===== src/rtl/core/lwf_pkg.sv =====
// ============================================================================
// lwf_pkg
// shared types, command codes and constants of the lcd window fill command
// generator
// ============================================================================
package lwf_pkg;

    // controller command bytes
    localparam logic [7:0] CMD_COLUMN_SET = 8'h2A;
    localparam logic [7:0] CMD_PAGE_SET   = 8'h2B;
    localparam logic [7:0] CMD_MEM_WRITE  = 8'h2C;

    // request kinds
    localparam logic [1:0] OP_PIXEL = 2'd0;
    localparam logic [1:0] OP_RECT  = 2'd1;
    localparam logic [1:0] OP_TRACE = 2'd2;

    // configuration register indexes
    localparam int         CFG_INDEX_W        = 8;
    localparam int         CFG_DATA_W         = 16;
    localparam logic [CFG_INDEX_W-1:0] CFG_ERASE_COLOR    = 8'd0;
    localparam logic [CFG_INDEX_W-1:0] CFG_TRACE_X_OFFSET = 8'd1;

    localparam logic [7:0] RESET_X_OFFSET = 8'd25;

    // default depth of the queue between front and back
    localparam int LWF_QUEUE_DEPTH = 2;

    typedef struct packed {
        logic [1:0]  op;
        logic [15:0] x_start;
        logic [15:0] y_start;
        logic [15:0] x_end;
        logic [15:0] y_end;
        logic [15:0] color;
        logic [7:0]  old_sample;
        logic [7:0]  new_sample;
        logic        first_column;
    } in_item_t;

    typedef struct packed {
        logic [7:0]  command;
        logic [15:0] first_param;
        logic [15:0] second_param;
        logic [15:0] fill_color;
        logic [32:0] fill_count;
        logic        last_of_run;
    } out_item_t;

    typedef enum logic {
        KIND_WINDOW,
        KIND_TRACE
    } kind_t;

    // one classified request, as the back end plays it out
    typedef struct packed {
        kind_t       kind;
        logic [15:0] col_first;
        logic [15:0] col_second;
        logic [15:0] page_a_first;
        logic [15:0] page_a_second;
        logic [15:0] fill_a_color;
        logic [16:0] width;
        logic [16:0] height;
        logic [7:0]  page_b_first;
        logic [7:0]  page_b_second;
        logic [15:0] fill_b_color;
        logic [8:0]  fill_b_count;
    } desc_t;

    typedef struct packed {
        logic empty;
        logic full;
    } q_status_t;

endpackage


===== src/rtl/core/lwf_front.sv =====
// ============================================================================
// lwf_front
// accepts drawing requests, holds configuration and trace state, and turns
// each pixel, rectangle or trace request into one queue descriptor
// ============================================================================
module lwf_front
    import lwf_pkg::*;
(
    input  logic                   aclk,
    input  logic                   aresetn,
    input  logic                   s_valid,
    output logic                   s_ready,
    input  in_item_t               s_payload,
    input  logic                   cfg_valid,
    input  logic [CFG_INDEX_W-1:0] cfg_index,
    input  logic [CFG_DATA_W-1:0]  cfg_data,
    input  q_status_t              q_status,
    output logic                   q_push,
    output desc_t                  q_push_data
);

    logic [15:0] erase_color_reg;
    logic [7:0]  x_offset_reg;
    logic [7:0]  prev_old_reg, prev_old_next;
    logic [7:0]  prev_new_reg, prev_new_next;
    logic [7:0]  column_reg,   column_next;

    logic        accept;
    logic [7:0]  base_old, base_new, base_col, col;
    logic [7:0]  old_lo, old_hi, new_lo, new_hi;
    logic [16:0] rect_w, rect_h;
    logic        rect_ok;
    desc_t       desc;

    assign s_ready = !q_status.full;
    assign accept  = s_valid && s_ready;

    always_comb begin
        // trace column operands, restart takes the current samples
        base_old = s_payload.first_column ? s_payload.old_sample : prev_old_reg;
        base_new = s_payload.first_column ? s_payload.new_sample : prev_new_reg;
        base_col = s_payload.first_column ? 8'd0 : column_reg;
        col      = x_offset_reg + base_col;
        old_lo   = (base_old < s_payload.old_sample) ? base_old : s_payload.old_sample;
        old_hi   = (base_old < s_payload.old_sample) ? s_payload.old_sample : base_old;
        new_lo   = (base_new < s_payload.new_sample) ? base_new : s_payload.new_sample;
        new_hi   = (base_new < s_payload.new_sample) ? s_payload.new_sample : base_new;

        // rectangle size, empty when an end lies below its start
        rect_ok = (s_payload.x_end >= s_payload.x_start) &&
                  (s_payload.y_end >= s_payload.y_start);
        rect_w  = {1'b0, s_payload.x_end} - {1'b0, s_payload.x_start} + 17'd1;
        rect_h  = {1'b0, s_payload.y_end} - {1'b0, s_payload.y_start} + 17'd1;

        desc               = '0;
        desc.kind          = KIND_WINDOW;
        desc.fill_a_color  = s_payload.color;
        desc.fill_b_color  = s_payload.color;
        q_push             = 1'b0;
        prev_old_next      = prev_old_reg;
        prev_new_next      = prev_new_reg;
        column_next        = column_reg;

        case (s_payload.op)
            OP_PIXEL: begin
                q_push             = accept;
                desc.col_first     = s_payload.x_start;
                desc.col_second    = s_payload.x_start;
                desc.page_a_first  = s_payload.y_start;
                desc.page_a_second = s_payload.y_start;
                desc.width         = 17'd1;
                desc.height        = 17'd1;
            end
            OP_RECT: begin
                q_push             = accept;
                desc.col_first     = s_payload.x_start;
                desc.col_second    = s_payload.x_end;
                desc.page_a_first  = s_payload.y_start;
                desc.page_a_second = s_payload.y_end;
                desc.width         = rect_ok ? rect_w : 17'd0;
                desc.height        = rect_ok ? rect_h : 17'd0;
            end
            OP_TRACE: begin
                q_push             = accept;
                desc.kind          = KIND_TRACE;
                desc.col_first     = {8'd0, col};
                desc.col_second    = {8'd0, col};
                desc.page_a_first  = {8'd0, old_lo};
                desc.page_a_second = {8'd0, old_hi};
                desc.fill_a_color  = erase_color_reg;
                desc.width         = {8'd0, {1'b0, old_hi} - {1'b0, old_lo} + 9'd1};
                desc.height        = 17'd1;
                desc.page_b_first  = new_lo;
                desc.page_b_second = new_hi;
                desc.fill_b_count  = {1'b0, new_hi} - {1'b0, new_lo} + 9'd1;
                if (accept) begin
                    prev_old_next = s_payload.old_sample;
                    prev_new_next = s_payload.new_sample;
                    column_next   = base_col + 8'd1;
                end
            end
            default: begin
                q_push = 1'b0;
            end
        endcase
        q_push_data = desc;
    end

    always_ff @(posedge aclk) begin
        if (!aresetn) begin
            erase_color_reg <= '0;
            x_offset_reg    <= RESET_X_OFFSET;
            prev_old_reg    <= '0;
            prev_new_reg    <= '0;
            column_reg      <= '0;
        end else begin
            if (cfg_valid && (cfg_index == CFG_ERASE_COLOR)) begin
                erase_color_reg <= cfg_data;
            end
            if (cfg_valid && (cfg_index == CFG_TRACE_X_OFFSET)) begin
                x_offset_reg <= cfg_data[7:0];
            end
            prev_old_reg <= prev_old_next;
            prev_new_reg <= prev_new_next;
            column_reg   <= column_next;
        end
    end

endmodule


===== src/rtl/core/lwf_queue.sv =====
// ============================================================================
// lwf_queue
// small descriptor queue between front and back
// ============================================================================
module lwf_queue
    import lwf_pkg::*;
#(
    parameter int DEPTH = LWF_QUEUE_DEPTH
)
(
    input  logic      aclk,
    input  logic      aresetn,
    input  logic      push,
    input  desc_t     push_data,
    input  logic      pop,
    output desc_t     head,
    output q_status_t status
);

    localparam int PTR_W = (DEPTH > 1) ? $clog2(DEPTH) : 1;
    localparam int CNT_W = $clog2(DEPTH + 1);

    desc_t            entry_reg [DEPTH];
    logic [PTR_W-1:0] wr_ptr_reg, wr_ptr_next;
    logic [PTR_W-1:0] rd_ptr_reg, rd_ptr_next;
    logic [CNT_W-1:0] count_reg,  count_next;

    assign status.empty = (count_reg == CNT_W'(0));
    assign status.full  = (count_reg == CNT_W'(DEPTH));
    assign head         = entry_reg[rd_ptr_reg];

    always_comb begin
        wr_ptr_next = wr_ptr_reg;
        rd_ptr_next = rd_ptr_reg;
        count_next  = count_reg;
        if (push) begin
            wr_ptr_next = (wr_ptr_reg == PTR_W'(DEPTH - 1)) ? '0 : wr_ptr_reg + 1'b1;
        end
        if (pop) begin
            rd_ptr_next = (rd_ptr_reg == PTR_W'(DEPTH - 1)) ? '0 : rd_ptr_reg + 1'b1;
        end
        if (push && !pop) begin
            count_next = count_reg + 1'b1;
        end else if (pop && !push) begin
            count_next = count_reg - 1'b1;
        end
    end

    always_ff @(posedge aclk) begin
        if (!aresetn) begin
            wr_ptr_reg <= '0;
            rd_ptr_reg <= '0;
            count_reg  <= '0;
        end else begin
            wr_ptr_reg <= wr_ptr_next;
            rd_ptr_reg <= rd_ptr_next;
            count_reg  <= count_next;
        end
    end

    always_ff @(posedge aclk) begin
        if (push) begin
            entry_reg[wr_ptr_reg] <= push_data;
        end
    end

    a_no_overflow: assert property (@(posedge aclk) disable iff (!aresetn)
        push |-> (!status.full || pop))
        else $error("queue push while full");

    a_no_underflow: assert property (@(posedge aclk) disable iff (!aresetn)
        pop |-> !status.empty)
        else $error("queue pop while empty");

endmodule


===== src/rtl/core/lwf_back.sv =====
// ============================================================================
// lwf_back
// plays the head descriptor out as controller commands, one per cycle,
// through the output register while the sink does not stall it
// ============================================================================
module lwf_back
    import lwf_pkg::*;
(
    input  logic      aclk,
    input  logic      aresetn,
    input  desc_t     head,
    input  q_status_t q_status,
    output logic      q_pop,
    output logic      m_valid,
    input  logic      m_ready,
    output out_item_t m_payload
);

    typedef enum logic [4:0] {
        STEP_COL    = 5'b00001,
        STEP_PAGE_A = 5'b00010,
        STEP_FILL_A = 5'b00100,
        STEP_PAGE_B = 5'b01000,
        STEP_FILL_B = 5'b10000
    } step_t;

    step_t       step_reg, step_next;
    logic        m_valid_reg, m_valid_next;
    out_item_t   out_reg, out_next;
    logic        load, advance;
    logic [33:0] product;

    assign load      = !m_valid_reg || m_ready;
    assign advance   = load && !q_status.empty;
    assign product   = head.width * head.height;
    assign m_valid   = m_valid_reg;
    assign m_payload = out_reg;

    always_comb begin
        out_next     = '0;
        step_next    = step_reg;
        q_pop        = 1'b0;
        m_valid_next = load ? !q_status.empty : m_valid_reg;
        case (step_reg)
            STEP_COL: begin
                out_next.command      = CMD_COLUMN_SET;
                out_next.first_param  = head.col_first;
                out_next.second_param = head.col_second;
                step_next             = STEP_PAGE_A;
            end
            STEP_PAGE_A: begin
                out_next.command      = CMD_PAGE_SET;
                out_next.first_param  = head.page_a_first;
                out_next.second_param = head.page_a_second;
                step_next             = STEP_FILL_A;
            end
            STEP_FILL_A: begin
                out_next.command     = CMD_MEM_WRITE;
                out_next.fill_color  = head.fill_a_color;
                out_next.fill_count  = product[32:0];
                out_next.last_of_run = (head.kind == KIND_WINDOW);
                if (head.kind == KIND_WINDOW) begin
                    step_next = STEP_COL;
                    q_pop     = advance;
                end else begin
                    step_next = STEP_PAGE_B;
                end
            end
            STEP_PAGE_B: begin
                out_next.command      = CMD_PAGE_SET;
                out_next.first_param  = {8'd0, head.page_b_first};
                out_next.second_param = {8'd0, head.page_b_second};
                step_next             = STEP_FILL_B;
            end
            STEP_FILL_B: begin
                out_next.command     = CMD_MEM_WRITE;
                out_next.fill_color  = head.fill_b_color;
                out_next.fill_count  = {24'd0, head.fill_b_count};
                out_next.last_of_run = 1'b1;
                step_next            = STEP_COL;
                q_pop                = advance;
            end
            default: begin
                step_next = STEP_COL;
            end
        endcase
        if (!advance) begin
            step_next = step_reg;
        end
    end

    always_ff @(posedge aclk) begin
        if (!aresetn) begin
            step_reg    <= STEP_COL;
            m_valid_reg <= 1'b0;
        end else begin
            step_reg    <= step_next;
            m_valid_reg <= m_valid_next;
        end
    end

    always_ff @(posedge aclk) begin
        if (advance) begin
            out_reg <= out_next;
        end
    end

    a_head_held: assert property (@(posedge aclk) disable iff (!aresetn)
        (step_reg != STEP_COL) |-> !q_status.empty)
        else $error("request left the queue before its last command");

    a_set_has_no_fill: assert property (@(posedge aclk) disable iff (!aresetn)
        (m_valid_reg && (out_reg.command != CMD_MEM_WRITE)) |->
        ((out_reg.fill_count == 33'd0) && (out_reg.fill_color == 16'd0)))
        else $error("set command carries a fill run");

    a_last_is_write: assert property (@(posedge aclk) disable iff (!aresetn)
        (m_valid_reg && out_reg.last_of_run) |-> (out_reg.command == CMD_MEM_WRITE))
        else $error("run ends on a command other than memory write");

endmodule


===== src/rtl/core/lcd_window_fill_command_generator.sv =====
// ============================================================================
// lcd_window_fill_command_generator
// turns pixel, rectangle and scope trace column requests into display
// controller window and fill commands
// ============================================================================
// Each accepted request becomes a short run of commands on the m_ side: a
// pixel or rectangle gives column set, page set and memory write (three
// commands), a trace column gives column set and two page set / memory write
// pairs, erase span then draw span (five commands); last_of_run marks the
// final one and an op of 3 gives none. The front accepts a request in any
// cycle in which the descriptor queue has room (QUEUE_DEPTH entries), so
// requests arrive back to back while earlier ones are still being played
// out. The back end issues one command per cycle from the queue head into
// the output register while the sink is not stalling it, and pops a request
// only with its final command, so every run goes through that one stream.
// The rectangle pixel count comes from a 17 x 17 multiply ahead of the
// output register. Configuration writes (cfg_index 0 erase color, 1 trace
// x offset) are always taken and should only be issued while the block is
// idle.
// ============================================================================
module lcd_window_fill_command_generator
    import lwf_pkg::*;
#(
    parameter int QUEUE_DEPTH = LWF_QUEUE_DEPTH
)
(
    input  logic                   aclk,
    input  logic                   aresetn,

    // request transactions
    input  logic                   s_valid,
    output logic                   s_ready,
    input  in_item_t               s_payload,

    // command transactions
    output logic                   m_valid,
    input  logic                   m_ready,
    output out_item_t              m_payload,

    // configuration write transactions
    input  logic                   cfg_valid,
    output logic                   cfg_ready,
    input  logic [CFG_INDEX_W-1:0] cfg_index,
    input  logic [CFG_DATA_W-1:0]  cfg_data
);

    // front to queue
    logic      q_push;
    desc_t     q_push_data;

    // queue to back
    desc_t     q_head;
    logic      q_pop;
    q_status_t q_status;

    // register writes never stall
    assign cfg_ready = 1'b1;

    // classification, configuration and trace state
    lwf_front u_front (
        .aclk        (aclk),
        .aresetn     (aresetn),
        .s_valid     (s_valid),
        .s_ready     (s_ready),
        .s_payload   (s_payload),
        .cfg_valid   (cfg_valid),
        .cfg_index   (cfg_index),
        .cfg_data    (cfg_data),
        .q_status    (q_status),
        .q_push      (q_push),
        .q_push_data (q_push_data)
    );

    // decouples request acceptance from command issue
    lwf_queue #(
        .DEPTH (QUEUE_DEPTH)
    ) u_queue (
        .aclk      (aclk),
        .aresetn   (aresetn),
        .push      (q_push),
        .push_data (q_push_data),
        .pop       (q_pop),
        .head      (q_head),
        .status    (q_status)
    );

    // command sequencer and output register
    lwf_back u_back (
        .aclk      (aclk),
        .aresetn   (aresetn),
        .head      (q_head),
        .q_status  (q_status),
        .q_pop     (q_pop),
        .m_valid   (m_valid),
        .m_ready   (m_ready),
        .m_payload (m_payload)
    );

endmodule


===== config.mk =====
export PLATFORM = sky130hd
export DESIGN_NAME = lcd_window_fill_command_generator
export DESIGN_NICKNAME = d
export VERILOG_FILES = /design/src/rtl/core/lwf_pkg.sv /design/src/rtl/core/lwf_front.sv /design/src/rtl/core/lwf_queue.sv /design/src/rtl/core/lwf_back.sv /design/src/rtl/core/lcd_window_fill_command_generator.sv
export SDC_FILE = /design/constraint.sdc
export NUM_CORES = 2
export LEC_CHECK = 0
export BUFFER_PORTS_ARGS = -buffer_cell sky130_fd_sc_hd__buf_2
export CAP_MARGIN = 5
export CORE_AREA = 2 2 328 330
export CTS_CLUSTER_DIAMETER = 200
export DETAILED_ROUTE_END_ITERATION = 6
export DIE_AREA = 0 0 330 332
export GPL_TIMING_DRIVEN = 0
export PLACE_DENSITY_LB_ADDON = 0.25
export SLEW_MARGIN = 20
export SYNTH_ARGS = -nofsm -noshare
export SYNTH_HDL_FRONTEND = slang
export SYNTH_SLANG_ARGS = --single-unit

===== constraint.sdc =====
create_clock -name aclk -period 8.1 [get_ports aclk]
set_input_delay 0.405 -clock aclk [delete_from_list [all_inputs] [get_ports aclk]]
set_output_delay 0.405 -clock aclk [all_outputs]
set_load 0.05 [all_outputs]

### Word level (Yosys, flattened, before mapping)

Memories as Yosys holds them, arrays and structs flattened. A register that Yosys moved wholly into a read port is not among the register bits.
Cells that the tools add are included.

* memory bits (writable): 312
* output and inout bits: 93
* logic and storage cells: 98
* bits of input ports: 128
* memories: 1
* flip-flop bits (word level): 148

* bitwise gates (word level): 1
* $add $sub $neg: 14
* $mul: 1
* eq/ne operators: 9
* magnitude comparators: 4
* muxes and demuxes: 31
* reductions and logical operators: 21

Memory list
* u_queue.entry_reg: depth 2, width 156, read ports 1, clocked after memory_dff 1, write ports 1, RTL line lwf_queue.sv:23 `desc_t entry_reg [DEPTH];`

Operators by type and width (count)
* $pmux 64 s3: 1
* $pmux 34 s3: 1
* $pmux 50 s2: 1
* $pmux 32 s3: 1
* $mux 8: 7
* $add 17x1->17 const B: 2
* $mux 17: 2
* $sub 16x16->17: 2
* $mul 17x17->33: 1
* $ge 16x16->1: 2
* $mux 16: 2
* $pmux 5 s4: 1
* $add 9x1->9 const B: 2
* $pmux 6 s3: 1
* $sub 8x8->9: 2
* $lt 8x8->1: 2
* $mux 1: 9
* $mux 9: 1
* $add 8x1->8 const B: 1
* $add 8x8->8: 1
* $eq 8x1->1 const B: 1
* $logic_not 8->1: 1
* $logic_and 1x1->1: 7
* $eq 5x1->1 const B: 1
* 20 further kinds: 29

### Longest topological paths before layout

* depth after elaboration: 8
* depth in mapped cells: 27
* depth with buffers taken out: 24

### Hierarchy

Synthesis repeated with hierarchy kept, for this count alone.

* cells, all modules: 2984
* area, all modules: 32887.8 µm²

By module, submodules not included
* lwf_back: cells each 1383, area an instance 13329.0 µm², instances 1
* lwf_queue: cells each 507, area an instance 11528.6 µm², instances 1
* lwf_front: cells each 1092, area an instance 8018.9 µm², instances 1
* lcd_window_fill_command_generator: cells each 2, area an instance 11.3 µm², instances 1

### Worst setup path before layout

No wires, ideal clock.

* path type: register to register
* from: reg u_queue.count_reg[0]
* to: mem u_queue.entry_reg[0][0] (netlist bit), enable pin
* data required time: 7.408 ns
* slack: -0.741 ns
* setup time: 0.692 ns
* stages on the path, launching flop included: 5
* arrival time: 8.149 ns
* clock period less this slack: 8.841 ns
* path through: dfxtp_1 nand2b_1 nand2_1 a21oi_1 nor2b_1

* longest elaborated chain between the ends: 6

Ends and longest elaborated chain
* from (decl): RTL line lwf_queue.sv:26 `logic [CNT_W-1:0] count_reg, count_next;`
* from (signal assigned): RTL line lwf_queue.sv:57 `count_reg <= count_next;`
* $eq 2x2->1: RTL line lwf_queue.sv:29 `assign status.full = (count_reg == CNT_W'(DEPTH));`
* $logic_not 1->1: RTL line lwf_front.sv:35 `assign s_ready = !q_status.full;`
* net s_ready: RTL line lcd_window_fill_command_generator.sv:32 `output logic s_ready,`
* $logic_and 1x1->1: RTL line lwf_front.sv:36 `assign accept = s_valid && s_ready;`
* $mux 1: RTL line lwf_front.sv:64 `case (s_payload.op)`
* net q_push: RTL line lcd_window_fill_command_generator.sv:48 `logic q_push;`
* $mux 1: RTL line lwf_queue.sv:62 `if (push) begin`
* $mux 1 (implied by the code): RTL line lwf_queue.sv:63 `entry_reg[wr_ptr_reg] <= push_data;`
* to (decl): RTL line lwf_queue.sv:23

The timed path passes the listed nets, and every way through them passes these cells.

==> metrics.md <==
| Metric | Value |
|---|---|
| Most common cell after layout, fill and taps aside | `inv_1` |
| Critical setup path kind | `reg2reg` |
| CTS tree | `built` |
| Vias per cell | `4.76` |
| Clock Root Buffer | `clkbuf_16` |
| Most frequent cells in the layout | `401 x inv_1, 398 x edfxtp_1, 326 x nand2_1, 266 x nor2_1, 242 x fa_1` |
| Layout cell share with drive strength beyond 1 | `12.3%` |
| Wirelength per Cell | `20.9 um` |
| Starting Density | `29.7%` |
| Min cycle time layout | `7.70 ns` |
| Die span in x | `330 um` |
| I/O pin cnt | `221` |
| Via Count | `22100` |
| Final wirelength | `97.0 mm` |
| Grt ovf | `0` |
| Fin nets | `3782` |
| Final Max Tran Viols | `0` |
| Post-route setup slack | `0.403 ns` |
| Post-DRT Antenna Nets | `0` |
| CTS H-tree lvls | `2` |
| Post-synthesis sequential area ratio | `41.6%` |
| Crit path DAT | `8.06 ns` |
| Post-synth top flop | `edfxtp_1` |
| DR pass1 iterations | `7` |
| CP startpoint kind | `register` |
| Number of post-CTS setup repair buffers | `0` |
| Leak | `0.0155 uW` |
| Number of synthesized register bits | `457` |
| Count of maximum capacitance violations | `0` |
| Core Box Area | `0.106 mm^2` |
| Failing checks | `design-rule violations` |
| Detailed Route Iter0 Violations | `1675` |
| Area delta synth->final | `17.2%` |
| Die footprint | `0.110 mm^2` |
| Antenna violations before repair | `24` |
| Post-synthesis cell area | `0.0315 mm^2` |
| FMAX | `130 MHz` |
| Finish-stage setup viols | `0` |
| Worst-path clk slew | `0.06 ns` |
| Crit Path Max Fanout | `10` |
| Outcome | `finished with violations` |
| Worst slew pin tran | `1.06 ns` |
| Setup Slack @ Placement | `-0.810 ns` |
| Fin. Hold Viols | `0` |
| RSZ-0062 raised after global routing | `no` |
| DRC | `30` |
| PwrDens | `312 mW/mm^2` |
| DP HPWL | `77.0 mm` |
| Synth Area per Inst | `10.9 um^2` |
| Pin count of the biggest net entering global routing | `58` |
| Largest register FFs | `312` |
| Rel. slew slack | `29.3%` |
| Number of synthesized flops with an enable pin | `398` |
| CP endpoint kind | `register` |
| I/O Buffers | `214` |
| Total global-route track usage | `17.7%` |
| Worst VDD drop | `0.278 mV` |
| Row Count | `120` |
| Syn Inst Count | `2901` |
| Placed insts | `4532` |
| Tcrit/Tclk final | `95.0%` |
| Min-delay worst type | `in2reg` |
| Total power | `11500 uW` |
| Final Instance Count excl. Fillers | `4653` |
| Synth unique cells | `69` |
| Vias in the first global route | `22400` |
| Ys async rst share | `0%` |
| CTS sink cnt | `457` |
| Worst EP required | `8.46 ns` |
| Clock buffer count from CTS | `53` |
| GPL Wtd Cong | `0.898` |
| Skew final | `0.0482 ns` |
| First-pass GRT wire length | `144 mm` |
| YS warnings | `0` |
| Clk_lat worst skew | `0.66 ns` |
| Die height | `332 um` |
| Max Buffers Root-to-Sink | `3` |
[final timing paths]
kind                                              from                                 endpoint  slack, ns  depth (start not counted)
setup / recovery                              register           u_back.m_payload[30]$_DFFE_PP_       0.40                         25
hold / removal                             cfg_data[9]  u_front.erase_color_reg[9]$_SDFFE_PN0P_       0.05                          3
setup reg to reg                              register           u_back.m_payload[30]$_DFFE_PP_       0.40                         25
hold reg to reg   u_front.prev_new_reg[2]$_SDFFE_PN0P_     u_front.prev_new_reg[2]$_SDFFE_PN0P_       0.47                          2
[power breakdown]
part           internal, uW  switching [uW]
logic                  2340            3800
clock network          1470            1030
registers              2800            69.0
[cells by family (layout without fill, tap and decap cells)]
group	Yosys count	in the layout	share of synthesized area [%]
XOR/XNOR	73	73	2.03
AND/OR/NAND/NOR	758	758	10.3
buffers and inverters	520	860	6.26
AO/OA/AOI/OAI	406	406	8.49
adder cells (fa/ha/maj)	455	455	23.8
other	2	11	0.0238
flip-flops	457	457	41.6
multiplexers	230	230	7.44
[area by class of cell]
class	instances	area, um^2
diodes	7	17.5
inverters	402	1510
well taps	1403	1760
flip-flops and latches	457	13100
clock buffers	67	1410
multi-input cells	1926	16600
fillers	10800	69400
clock inverters	32	405
repair buffers	252	1630
plain buffers	107	469
[what timing repair did]
item                                    CTS  global route
hold endpoints to repair                 42             0
hold buffers                             26             0
resized for setup                        18            36
endpoints found under the setup margin   11             2
[Yosys cell counts, drive strengths merged (3+ instances only)]
cell type / count / share of area [%]
nor4: 4 / 0.099
nor2b: 40 / 0.79
o21a: 9 / 0.21
o21ai: 79 / 1.3
o22ai: 57 / 1.1
nor2: 266 / 3.2
nand3b: 3 / 0.071
a31oi: 8 / 0.16
a21oi: 89 / 1.4
nor3: 23 / 0.36
nor3b: 5 / 0.12
a21boi: 27 / 0.64
or3: 8 / 0.16
o31a: 3 / 0.083
ha: 213 / 8.5
edfxtp: 398 / 38
mux2i: 194 / 6.2
and3: 16 / 0.32
nand3: 14 / 0.22
xnor2: 48 / 1.3
a21o: 42 / 1.0
nand2: 326 / 3.9
nand2b: 22 / 0.44
nand4: 6 / 0.12
fa: 242 / 15
o21bai: 13 / 0.35
a211oi: 16 / 0.38
dfxtp: 59 / 3.7
xor2: 25 / 0.69
and2: 15 / 0.30
and4: 4 / 0.11
mux2: 36 / 1.3
o211ai: 6 / 0.14
clkbuf: 91 / 1.1
a221oi: 6 / 0.17
buf: 27 / 0.40
a222oi: 26 / 0.83
a2111oi: 3 / 0.087
inv: 402 / 4.8
[worst max-delay path, stage by stage, from the launching register on]
cell and delay [ns]:
dfxtp_1 0.30, buf_2 0.25, clkbuf_4 0.34, clkbuf_4 0.36
mux2i_4 0.44, nor2_1 0.13, fa_1 0.55, inv_1 0.05
fa_1 0.46, fa_1 0.50, fa_1 0.55, inv_1 0.05
fa_1 0.47, inv_1 0.05, fa_1 0.47, inv_1 0.05
ha_1 0.36, a21oi_1 0.21, o21ai_1 0.10, a311o_1 0.41
nor4_2 0.37, o211ai_1 0.23, a31o_1 0.26, a21oi_1 0.16
xor2_1 0.22, nor2_1 0.07
[metrics by stage]
| stage | instance area [um^2] | setup TNS [ns] | hold WS [ns] | util [%] |
|---|---|---|---|---|
| 6_report | 37000 | 0 | 0.0485 | 34.8 |
| 5_1_grt | 36900 | 0 | 0.0363 | 34.7 |
| 4_1_cts | 36800 | 0 | 0.0000542 | 34.7 |
| 3_5_place_dp | 34700 | -3.64 | 0.459 | 32.7 |
| 3_3_place_gp | 34400 | -99.58 | 0.451 | 32.3 |
| 2_1_floorplan | 31500 | 0 | 0.441 | - |
[routing by layer]
layer / track usage, % / up-vias / part of all wire (%)
met3: 4.20 / 138 / 7.1
met5: 0 / - / 0.18
met1: 22.8 / 10900 / 43
met2: 29.7 / 598 / 48
li1: - / 10500 / -
met4: 4.22 / 28 / 2.2
Note: power is estimated with default switching activity, not from simulation.
